--- src/rtl/core/gbn_pkg.sv ---
package gbn_pkg;

   // Field widths fixed by the register map and the packet format
   localparam int CSR_INDEX_W = 2;
   localparam int CSR_DATA_W  = 20;
   localparam int LAST_SEQ_W  = 20;
   localparam int WIN_W       = 11;
   localparam int TIMER_W     = 16;
   localparam int RX_TYPE_W   = 2;

   // Register defaults
   localparam int LAST_SEQ_RESET = 19999;
   localparam int WIN_RESET      = 4;
   localparam int TIMEOUT_RESET  = 600;

   // Register indexes
   localparam logic [CSR_INDEX_W-1:0] CSR_LAST_SEQ = 2'd0;
   localparam logic [CSR_INDEX_W-1:0] CSR_WINDOW   = 2'd1;
   localparam logic [CSR_INDEX_W-1:0] CSR_TIMEOUT  = 2'd2;

   // Received packet types
   localparam logic [RX_TYPE_W-1:0] RX_SYN_ACK = 2'd0;
   localparam logic [RX_TYPE_W-1:0] RX_ACK_FIN = 2'd1;

   typedef enum logic [2:0] {
      TX_NONE = 3'd0,
      TX_SYN  = 3'd1,
      TX_DATA = 3'd2,
      TX_ACK  = 3'd3,
      TX_FIN  = 3'd4
   } tx_kind_type;

   typedef enum logic [4:0] {
      PH_HANDSHAKE   = 5'b00001,
      PH_WAIT_SYNACK = 5'b00010,
      PH_DATA        = 5'b00100,
      PH_WAIT_FINACK = 5'b01000,
      PH_CLOSED      = 5'b10000
   } phase_type;

endpackage

--- src/rtl/core/go_back_n_sender.sv ---
// Each item's results are written into the result queue when the item is accepted.
// Throughput: one item per cycle while req_tready is high; an item that sends DATA and FIN
//   gives two result beats on the output port. A four-entry result queue
//   decouples the sides; req_tready drops only when fewer than two entries are free.
// Reset (synchronous, active high): handshake phase, counters and timer cleared,
//   registers back to defaults, result queue emptied.
module go_back_n_sender
   import gbn_pkg::*;
#(
   parameter int SEQ_WIDTH = 20
) (
   input  logic                                  clock,
   input  logic                                  reset,
   // configuration
   input  logic                                  csr_valid,
   output logic                                  csr_ready,
   input  logic [CSR_INDEX_W-1:0]                csr_index,
   input  logic [CSR_DATA_W-1:0]                 csr_wdata,
   // input items
   input  logic                                  req_tvalid,
   output logic                                  req_tready,
   input  logic [((SEQ_WIDTH+7)/8)*8-1:0]        req_tdata,  // rx_sequence
   input  logic [RX_TYPE_W:0]                    req_tuser,  // command, rx_type
   // results
   output logic                                  rsp_tvalid,
   input  logic                                  rsp_tready,
   output logic [((SEQ_WIDTH+8)/8)*8-1:0]        rsp_tdata,  // tx_sequence, closed
   output logic [2:0]                            rsp_tuser,  // tx_kind
   output logic                                  rsp_tlast
);

   localparam int NS_W     = SEQ_WIDTH + 1;
   localparam int LAST_W   = (SEQ_WIDTH < LAST_SEQ_W) ? SEQ_WIDTH : LAST_SEQ_W;
   localparam int SUM_W    = ((NS_W > WIN_W) ? NS_W : WIN_W) + 1;
   localparam int Q_DEPTH  = 4;
   localparam int Q_PTR_W  = $clog2(Q_DEPTH);
   localparam int Q_CNT_W  = $clog2(Q_DEPTH + 1);

   typedef struct packed {
      tx_kind_type          kind;
      logic [SEQ_WIDTH-1:0] seq;
      logic                 closed;
      logic                 last;
   } result_type;

   // configuration registers
   logic [LAST_W-1:0]  last_seq_ff;
   logic [WIN_W-1:0]   window_ff;
   logic [TIMER_W-1:0] timeout_ff;

   // protocol state
   phase_type          phase_ff, phase_in;
   logic [NS_W-1:0]    next_send_ff, next_send_in;
   logic [NS_W-1:0]    acked_ff, acked_in;
   logic [TIMER_W-1:0] ticks_ff, ticks_in, ticks_inc;

   // result queue
   result_type         queue_ff [Q_DEPTH];
   logic [Q_PTR_W-1:0] wr_ptr_ff, wr_ptr_in;
   logic [Q_PTR_W-1:0] rd_ptr_ff, rd_ptr_in;
   logic [Q_CNT_W-1:0] count_ff, count_in;

   // per-item decode
   logic                 got;
   logic [RX_TYPE_W-1:0] rx_type;
   logic [SEQ_WIDTH-1:0] rx_seq;
   logic [NS_W-1:0]      rx_seq_ext;
   logic [NS_W-1:0]      last_ext;
   logic                 timeout;
   logic                 send_ok;
   logic                 req_accept;
   logic                 rsp_accept;
   tx_kind_type          kind0, kind1;
   logic [NS_W-1:0]      seq0, seq1;
   logic                 two_res;
   result_type           res0, res1;

   assign got        = req_tuser[0];
   assign rx_type    = req_tuser[RX_TYPE_W:1];
   assign rx_seq     = req_tdata[SEQ_WIDTH-1:0];
   assign rx_seq_ext = NS_W'(rx_seq);
   assign last_ext   = NS_W'(last_seq_ff);

   assign csr_ready  = 1'b1;
   assign req_tready = (count_ff <= Q_CNT_W'(Q_DEPTH - 2));
   assign req_accept = req_tvalid && req_tready;
   assign rsp_tvalid = (count_ff != '0);
   assign rsp_accept = rsp_tvalid && rsp_tready;

   assign ticks_inc = (ticks_ff != {TIMER_W{1'b1}}) ? ticks_ff + 1'b1 : ticks_ff;
   assign timeout   = !got && (ticks_inc >= timeout_ff);
   assign send_ok   = (SUM_W'(next_send_ff) < SUM_W'(acked_ff) + SUM_W'(window_ff))
                      && (next_send_ff <= last_ext);

   always_comb begin
      phase_in     = phase_ff;
      next_send_in = next_send_ff;
      acked_in     = acked_ff;
      ticks_in     = ticks_inc;
      kind0        = TX_NONE;
      seq0         = '0;
      kind1        = TX_NONE;
      seq1         = '0;
      two_res      = 1'b0;
      case (phase_ff)
         PH_HANDSHAKE: begin
            kind0    = TX_SYN;
            phase_in = PH_WAIT_SYNACK;
         end
         PH_WAIT_SYNACK: begin
            if (got) begin
               if (rx_type == RX_SYN_ACK && rx_seq == '0) begin
                  ticks_in = '0;
                  kind0    = TX_ACK;
                  phase_in = PH_DATA;
               end
            end else if (timeout) begin
               ticks_in = '0;
               phase_in = PH_HANDSHAKE;
            end
         end
         PH_DATA: begin
            if (send_ok) begin
               kind0        = TX_DATA;
               seq0         = next_send_ff;
               next_send_in = next_send_ff + 1'b1;
            end
            if (got) begin
               if (acked_ff <= rx_seq_ext) begin
                  acked_in = rx_seq_ext + 1'b1;
                  ticks_in = '0;
               end
            end else if (timeout) begin
               ticks_in     = '0;
               next_send_in = acked_ff;
            end
            if (acked_in > last_ext) begin
               phase_in = PH_WAIT_FINACK;
               // FIN rides second when a DATA beat went out first
               if (send_ok) begin
                  two_res = 1'b1;
                  kind1   = TX_FIN;
                  seq1    = acked_in;
               end else begin
                  kind0 = TX_FIN;
                  seq0  = acked_in;
               end
            end
         end
         PH_WAIT_FINACK: begin
            if (got) begin
               if (rx_type == RX_ACK_FIN && rx_seq_ext == last_ext + 1'b1) begin
                  phase_in = PH_CLOSED;
               end
            end else if (timeout) begin
               ticks_in = '0;
               kind0    = TX_FIN;
               seq0     = acked_ff;
            end
         end
         default: begin
            phase_in = PH_CLOSED;
         end
      endcase
   end

   always_comb begin
      res0.kind   = kind0;
      res0.seq    = seq0[SEQ_WIDTH-1:0];
      res0.closed = (phase_in == PH_CLOSED);
      res0.last   = !two_res;
      res1.kind   = kind1;
      res1.seq    = seq1[SEQ_WIDTH-1:0];
      res1.closed = (phase_in == PH_CLOSED);
      res1.last   = 1'b1;
   end

   always_comb begin
      wr_ptr_in = wr_ptr_ff;
      rd_ptr_in = rd_ptr_ff;
      count_in  = count_ff;
      if (req_accept) begin
         wr_ptr_in = wr_ptr_ff + (two_res ? Q_PTR_W'(2) : Q_PTR_W'(1));
         count_in  = count_in + (two_res ? Q_CNT_W'(2) : Q_CNT_W'(1));
      end
      if (rsp_accept) begin
         rd_ptr_in = rd_ptr_ff + 1'b1;
         count_in  = count_in - 1'b1;
      end
   end

   always_ff @(posedge clock) begin
      if (reset) begin
         last_seq_ff  <= LAST_W'(LAST_SEQ_RESET);
         window_ff    <= WIN_W'(WIN_RESET);
         timeout_ff   <= TIMER_W'(TIMEOUT_RESET);
         phase_ff     <= PH_HANDSHAKE;
         next_send_ff <= '0;
         acked_ff     <= '0;
         ticks_ff     <= '0;
         wr_ptr_ff    <= '0;
         rd_ptr_ff    <= '0;
         count_ff     <= '0;
      end else begin
         if (csr_valid && csr_ready) begin
            case (csr_index)
               CSR_LAST_SEQ: last_seq_ff <= csr_wdata[LAST_W-1:0];
               CSR_WINDOW:   window_ff   <= csr_wdata[WIN_W-1:0];
               CSR_TIMEOUT:  timeout_ff  <= csr_wdata[TIMER_W-1:0];
               default: ;
            endcase
         end
         if (req_accept) begin
            phase_ff     <= phase_in;
            next_send_ff <= next_send_in;
            acked_ff     <= acked_in;
            ticks_ff     <= ticks_in;
         end
         wr_ptr_ff <= wr_ptr_in;
         rd_ptr_ff <= rd_ptr_in;
         count_ff  <= count_in;
      end
   end

   always_ff @(posedge clock) begin
      if (req_accept) begin
         queue_ff[wr_ptr_ff] <= res0;
         if (two_res) begin
            queue_ff[wr_ptr_ff + 1'b1] <= res1;
         end
      end
   end

   always_comb begin
      rsp_tdata            = '0;
      rsp_tdata[SEQ_WIDTH-1:0] = queue_ff[rd_ptr_ff].seq;
      rsp_tdata[SEQ_WIDTH] = queue_ff[rd_ptr_ff].closed;
      rsp_tuser            = queue_ff[rd_ptr_ff].kind;
      rsp_tlast            = queue_ff[rd_ptr_ff].last;
   end

   // queue occupancy never passes its depth
   assert property (@(posedge clock) disable iff (reset)
      count_ff <= Q_CNT_W'(Q_DEPTH))
      else $error("result queue overflow");

   // only the data phase can produce a DATA+FIN pair
   assert property (@(posedge clock) disable iff (reset)
      (req_accept && two_res) |-> (phase_ff == PH_DATA && kind0 == TX_DATA))
      else $error("two results outside data phase");

   // a two-result item without a pop grows the queue by two
   assert property (@(posedge clock) disable iff (reset)
      (req_accept && two_res && !rsp_accept) |=> count_ff == $past(count_ff) + 2'd2)
      else $error("second result lost");

   // once closed, the link stays closed
   assert property (@(posedge clock) disable iff (reset)
      (phase_ff == PH_CLOSED) |=> (phase_ff == PH_CLOSED))
      else $error("left closed phase");

endmodule

--- config.mk ---
export PLATFORM = sky130hd
export DESIGN_NAME = go_back_n_sender
export DESIGN_NICKNAME = d
export VERILOG_FILES = /design/src/rtl/core/gbn_pkg.sv /design/src/rtl/core/go_back_n_sender.sv
export SDC_FILE = /design/constraint.sdc
export NUM_CORES = 1
export LEC_CHECK = 0
export BUFFER_PORTS_ARGS = -buffer_cell sky130_fd_sc_hd__buf_2
export CAP_MARGIN = 5
export CELL_PAD_IN_SITES_DETAIL_PLACEMENT = 1
export CELL_PAD_IN_SITES_GLOBAL_PLACEMENT = 2
export CORE_MARGIN = 2
export CORE_UTILIZATION = 42
export DETAILED_ROUTE_END_ITERATION = 16
export GPL_ROUTABILITY_DRIVEN = 0
export GPL_TIMING_DRIVEN = 0
export PLACE_DENSITY_LB_ADDON = 0.1
export SLEW_MARGIN = 10
export SYNTH_ARGS = -nofsm -noshare
export SYNTH_HDL_FRONTEND = slang
export SYNTH_SLANG_ARGS = --single-unit
--- constraint.sdc ---
create_clock -name clock -period 19.3 [get_ports clock]
set_clock_uncertainty 0.15 [all_clocks]
set_input_delay 2.895 -clock clock [delete_from_list [all_inputs] [get_ports clock]]
set_output_delay 2.895 -clock clock [all_outputs]
set_load 0.005 [all_outputs]
==> Word level (Yosys, flattened, before mapping) <==
Memory sizes are Yosys's and may differ from the RTL's. A register that Yosys moved wholly into a read port is not among the register bits.
Cells that the tools add are included.
{ "word_totals": {"register_bits": 117, "mem_bits_rw": 100, "in_bits": 54, "mem_count": 1} }
{ "classes": {"n_addsub": 10, "order_cmp": 6, "eq_ne": 10, "muxes": 55, "reduce_logical": 16} }
{ "memory_table": {"columns": ["memory", "words", "width", "rd", "rd_ports_with_merged_regs", "wr", "line", "source"], "rows": [
  ["queue_ff", 4, 25, 1, 1, 2, "go_back_n_sender.sv:58", "result_type queue_ff [Q_DEPTH];"]
]} }
{ "op_table": {"columns": ["operator", "count"], "rows": [
  ["20-bit two-way mux", 8],
  ["21-bit two-way mux", 6],
  ["16-bit two-way mux", 7],
  ["16-bit case mux with 3 select lines", 1],
  ["20-bit by 1-bit adder with 21-bit output (second input constant)", 2],
  ["21-bit by 20-bit <= comparator with 1-bit output", 2],
  ["20-bit case mux with 2 select lines", 1],
  ["5-bit two-way mux", 6],
  ["3-bit two-way mux", 9],
  ["21-bit by 11-bit adder with 22-bit output", 1],
  ["21-bit by 22-bit less-than comparator with 1-bit output", 1],
  ["21-bit by 1-bit adder with 21-bit output (second input constant)", 1],
  ["20-bit by 21-bit equality test with 1-bit output", 1],
  ["21-bit by 20-bit greater-than comparator with 1-bit output", 1],
  ["20-bit logical NOT", 1],
  ["5-bit case mux with 4 select lines", 1],
  ["16-bit by 1-bit adder with 16-bit output (second input constant)", 1],
  ["16-bit greater-or-equal comparator", 1],
  ["16-bit != test (second input constant)", 1],
  ["2-bit two-way mux", 7],
  ["3-bit case mux with 4 select lines", 1],
  ["1-bit two-way mux", 8],
  ["2-bit AND reduction", 4],
  ["1-bit logical AND", 6],
  ["15 further kinds", 19]
]} }

==> Longest topological paths before layout <==
{ "logic_depth": {"depth_word": 12, "mapped_depth": 29, "ltp_nobuf": 27} }

==> Worst setup path after synthesis <==
Ideal clock, no wire load.
{ "synth_path": {"path_kind": "in2reg", "start": "input port req_tdata[16]", "end": "register count_ff[1]", "setup_ns": 0.065, "arrival_ns": 8.276, "t_required_ns": 19.085, "setup_slack_ns": 10.809, "path_stages": 26, "path_buffers": 2, "cell_sequence": "inv_1 -> ha_1 -> nand4_1 -> nor4_2 -> a22oi_1 -> a31oi_2 -> buf_2 -> mux2i_1 -> inv_1 -> ha_1 -> nand4_1 -> or4_1 -> a21o_1 -> a41o_1 -> o311a_4 -> nor4_4 -> buf_4 -> inv_1 -> ha_1 -> inv_1 -> fa_1 -> nor2_1 -> a21oi_1 -> ha_1 -> mux2_2 -> nor2_1"} }
{ "synth_via": {"elab_chain_cells": 12, "elab_cells_between_ends": 13, "cone_classes": "3 x add/sub; 2 x order compare; 8 x mux"} }
{ "synth_lines": {"columns": ["element", "line", "source"], "rows": [
  ["start, declared", "go_back_n_sender.sv:22", "input logic [((SEQ_WIDTH+7)/8)*8-1:0] req_tdata,"],
  ["20-bit by 1-bit adder with 21-bit output or 21-bit by 20-bit <= comparator with 1-bit output (tied branches)", "go_back_n_sender.sv:130, go_back_n_sender.sv:129", null],
  ["21-bit two-way mux *", "go_back_n_sender.sv:129", "if (acked_ff <= rx_seq_ext) begin"],
  ["21-bit two-way mux *", "go_back_n_sender.sv:128", "if (got) begin"],
  ["21-bit two-way mux *", "go_back_n_sender.sv:105", "case (phase_ff)"],
  ["21-bit by 20-bit greater-than comparator with 1-bit output *", "go_back_n_sender.sv:137", "if (acked_in > last_ext) begin"],
  ["1-bit two-way mux *", "go_back_n_sender.sv:137", null],
  ["1-bit two-way mux *", "go_back_n_sender.sv:105", null],
  ["2-bit two-way mux *", "go_back_n_sender.sv:184", "count_in = count_in + (two_res ? Q_CNT_W'(2) : Q_CNT_W'(1));"],
  ["3-bit by 2-bit adder with 3-bit output *", "go_back_n_sender.sv:184", null],
  ["3-bit two-way mux *", "go_back_n_sender.sv:182", "if (req_accept) begin"],
  ["3-bit by 1-bit subtractor with 3-bit output", "go_back_n_sender.sv:188", "count_in = count_in - 1'b1;"],
  ["3-bit two-way mux *", "go_back_n_sender.sv:186", "if (rsp_accept) begin"],
  ["end signal, assigned", "go_back_n_sender.sv:221", "count_ff <= count_in;"],
  ["end, declared", "go_back_n_sender.sv:61", "logic [Q_CNT_W-1:0] count_ff, count_in;"]
]} }
Every way passes the cells marked *; elsewhere a longest branch is shown, timed or not. The select of a mux whose other input is x is not followed.
A chain may end at the register's enable or synchronous reset.

==> Worst setup path after layout <==
Ends and elaborated chain as after synthesis.

==> impl_metrics.ini <==
[status]
status = finished, final reports clean

[drt]
dr.pass1.iters = 5
avgViaCountPerCell = 6.058
drt_iter0_markers = 818
via_count = 13090
routedWlPerCell_um = 24.00
drc = 0
ant_nets = 0
drt-total-wl_um = 51870

[clock_tree]
cts_setup_buffers = 0
path_clk_slew_ns = 0.06
cts_sinks = 219
cts_tree = built
post_cts_resized = 0
htreeDepth = 1
clockBufferDepth = 3
ctsHoldBuffers = 0
clk_latency_ns = 0.57
numCtsBuffers = 27
clk_root_buffer_cell = clkbuf_16

[synth]
synth_top_cell_by_area = edfxtp_1
ys_ff_latch = 219
ys_warn_count = 0
ys_async_sr_fraction_pct = 0
synth.mux.area_fraction_pct = 6.681
synth_area_leaders = edfxtp_1, dfxtp_1, ha_1
ys_seq_area_share_pct = 36.37
synthTopCellsByCount = nand2_1, dfxtp_1, nor2_1, ha_1, a21oi_1
syn_area_um2 = 14480
synth_top_flop_cell = dfxtp_1
synth_area_per_cell_um2 = 9.099
synthAdderAreaFrac_pct = 10.30
synth_top_family_by_area = compound AO/OA/AOI/OAI gates
synth-edff-count = 88
synth_compound_area_share_pct = 20.37
synthSimpleGateAreaFrac_pct = 16.68
synth_top_area_share_pct = 18.25
synth_xor_area_share_pct = 4.477
yosysMostFrequentCell = nand2_1
synth_cells = 1591
ys_types = 86

[power_and_ir_drop]
power_frac_seq_pct = 40.2
power.internal_mw = 0.9621
power.density_nw_per_um2 = 85.44
leakage_nw = 6.427
power.clock.fraction_pct = 36.4
peakVddDrop_v = 0.00007884
switchingPower_mw = 0.4272
swShare_pct = 30.75
p_comb_share_pct = 23.3

[timing]
max_slew_margin_pct = 21.36
post-route-period-util_pct = 49.99
hold_viol_final = 0
rsz0062_at_grt = false
setup-tns-final_ns = 0
setup_viol = 0
fin_crit_ns = 9.648
worst_pin_slew_ns = 1.171
report.final.slew_viol_count = 0
fmaxAchievable_mhz = 103.6

[floorplanning]
io_pins = 85
core_um2 = 33700
rows = 67
die_height_um = 189.7
die_w_um = 189.7
start_util_pct = 42.96
die_area_um2 = 35970

[critical_path]
cp.required_ns = 19.65
cp-start-kind = input pin
critPathMaxFanout = 10
worst_ep_arrival_time_ns = 10.00
worstSetupEndpointType = flip-flop
worstSetupPathType = in -> reg

[global_routing]
grt_pass1_vias = 13760
grt_max_degree = 23
antenna_found_initial = 0
grt_overflow = 0
grt_pass1_wl_um = 79810
grt_usage_pct = 28.76

[finish]
antenna_cells = 0
final_nets = 1867
area_delta_synth_final_pct = 12.33
fin_util_pct = 48.25
drive_above_1_share_pct = 11.56

[worst_hold_path]
hold_path.class = reg -> reg

[placed_design]
dp_hpwl_um = 40680
numPortBuffers = 73

[run]
max_cap_violations = 0
## power by group through the flow
stage | logic (mW) | clock network (mW) | registers (mW)
finish | 0.324 | 0.506 | 0.559
global route | 0.360 | 0.529 | 0.564
CTS | 0.327 | 0.514 | 0.559
detailed placement | 0.325 | 0 | 0.569
global placement | 0.317 | 0 | 0.565
floorplan | 0.217 | 0 | 0.557
## flip-flops by register name, indices dropped and copies added, names as in the netlist, named ones only
name	count
next_send_ff	21
timeout_ff	16
wr_ptr_ff	2
queue_ff	100
rd_ptr_ff	2
phase_ff	5
count_ff	3
ticks_ff	16
acked_ff	21
window_ff	11
last_seq_ff	20
## critical path, stage by stage
cell and delay, ns:
buf_2 0.18, inv_1 0.06, ha_1 0.32, nand4_1 0.18, nor4_2 0.40, a22oi_1 0.16, a31oi_2 0.57, buf_2 0.43
mux2i_1 0.70, inv_1 0.17, ha_1 0.36, nand4_1 0.14, or4_1 0.59, a21o_1 0.22, a41o_1 0.26, o311a_4 0.20
nor4_4 0.31, buf_4 0.25, inv_1 0.11, ha_1 0.19, inv_1 0.06, fa_1 0.40, nor2_1 0.12, a21oi_1 0.07
ha_1 0.31, mux2_2 0.26, nor2_1 0.07
## layer usage
| layer | share of wire [%] | track usage (%) | up-vias |
|---|---|---|---|
| li1 | - | - | 6141 |
| met1 | 44 | 37.25 | 6453 |
| met2 | 47 | 49.28 | 404 |
| met3 | 5.6 | 4.261 | 93 |
| met4 | 3.2 | 9.422 | 0 |
| met5 | 0 | 0 | - |
## area by class of cell
cell class / instances / area, um^2
buffer: 97 / 410.4
sequential: 219 / 5265
clock buffer: 39 / 740.7
tap: 448 / 560.5
inverter: 86 / 322.8
timing repair buffer: 73 / 365.4
clock inverter: 8 / 110.1
fill: 3993 / 17440
multi-input combinational: 1191 / 8486
## per-stage QoR
step / instances / setup slack (ns) / hold slack [ns] / cell area [um^2] / total power, mW
after floorplan: 1593 / 10.81 / 0.2863 / 14480 / 0.7740
after global placement: 2114 / 9.132 / 0.2973 / 15410 / 0.8816
after detailed placement: 2114 / 9.106 / 0.2984 / 15410 / 0.8938
after CTS: 2161 / 9.679 / 0.3064 / 16260 / 1.400
after global routing: 2161 / 9.265 / 0.3384 / 16260 / 1.453
final: 2161 / 9.652 / 0.3063 / 16260 / 1.389
## placed cells by master (no fill, tap or decap), drive strengths merged, types with 6 or more instances in the layout
master / n
xnor2: 52
and4: 7
mux4: 25
and2: 14
edfxtp: 88
dfxtp: 131
nor3: 27
a31o: 7
o22ai: 35
ha: 116
nor4: 21
nand4: 31
and3: 26
a22o: 15
o31ai: 6
buf: 105
a31oi: 8
o21a: 10
nand3: 41
a311oi: 12
nand2: 141
inv: 86
xor2: 22
a21o: 15
a21oi: 113
o21ai: 93
clkbuf: 104
a22oi: 62
nand2b: 7
nor2: 127
o211ai: 15
mux2i: 37
nor2b: 9
a211oi: 19
## kinds of logic after synthesis
family | count (synthesis)
and+or+nand+nor | 483
AOI/OAI and AO/OA | 447
DFF | 219
buffers and inverters | 183
adders and majority gates | 118
xor gates and xnor gates | 74
muxes | 65
other | 2
## worst paths after layout
check / from / to / slack [ns] / cells past startpoint
hold reg to reg: timeout_ff[11]$_SDFFE_PP0P_ / timeout_ff[11]$_SDFFE_PP0P_ / 0.31 / 2
hold / removal: timeout_ff[11]$_SDFFE_PP0P_ / timeout_ff[11]$_SDFFE_PP0P_ / 0.31 / 2
setup / recovery: req_tdata[16] / count_ff[1]$_SDFF_PP0_ / 9.65 / 27
setup reg to reg: acked_ff[16]$_SDFFE_PP0P_ / count_ff[1]$_SDFF_PP0_ / 11.90 / 25
(Power assumes the default switching activity.)
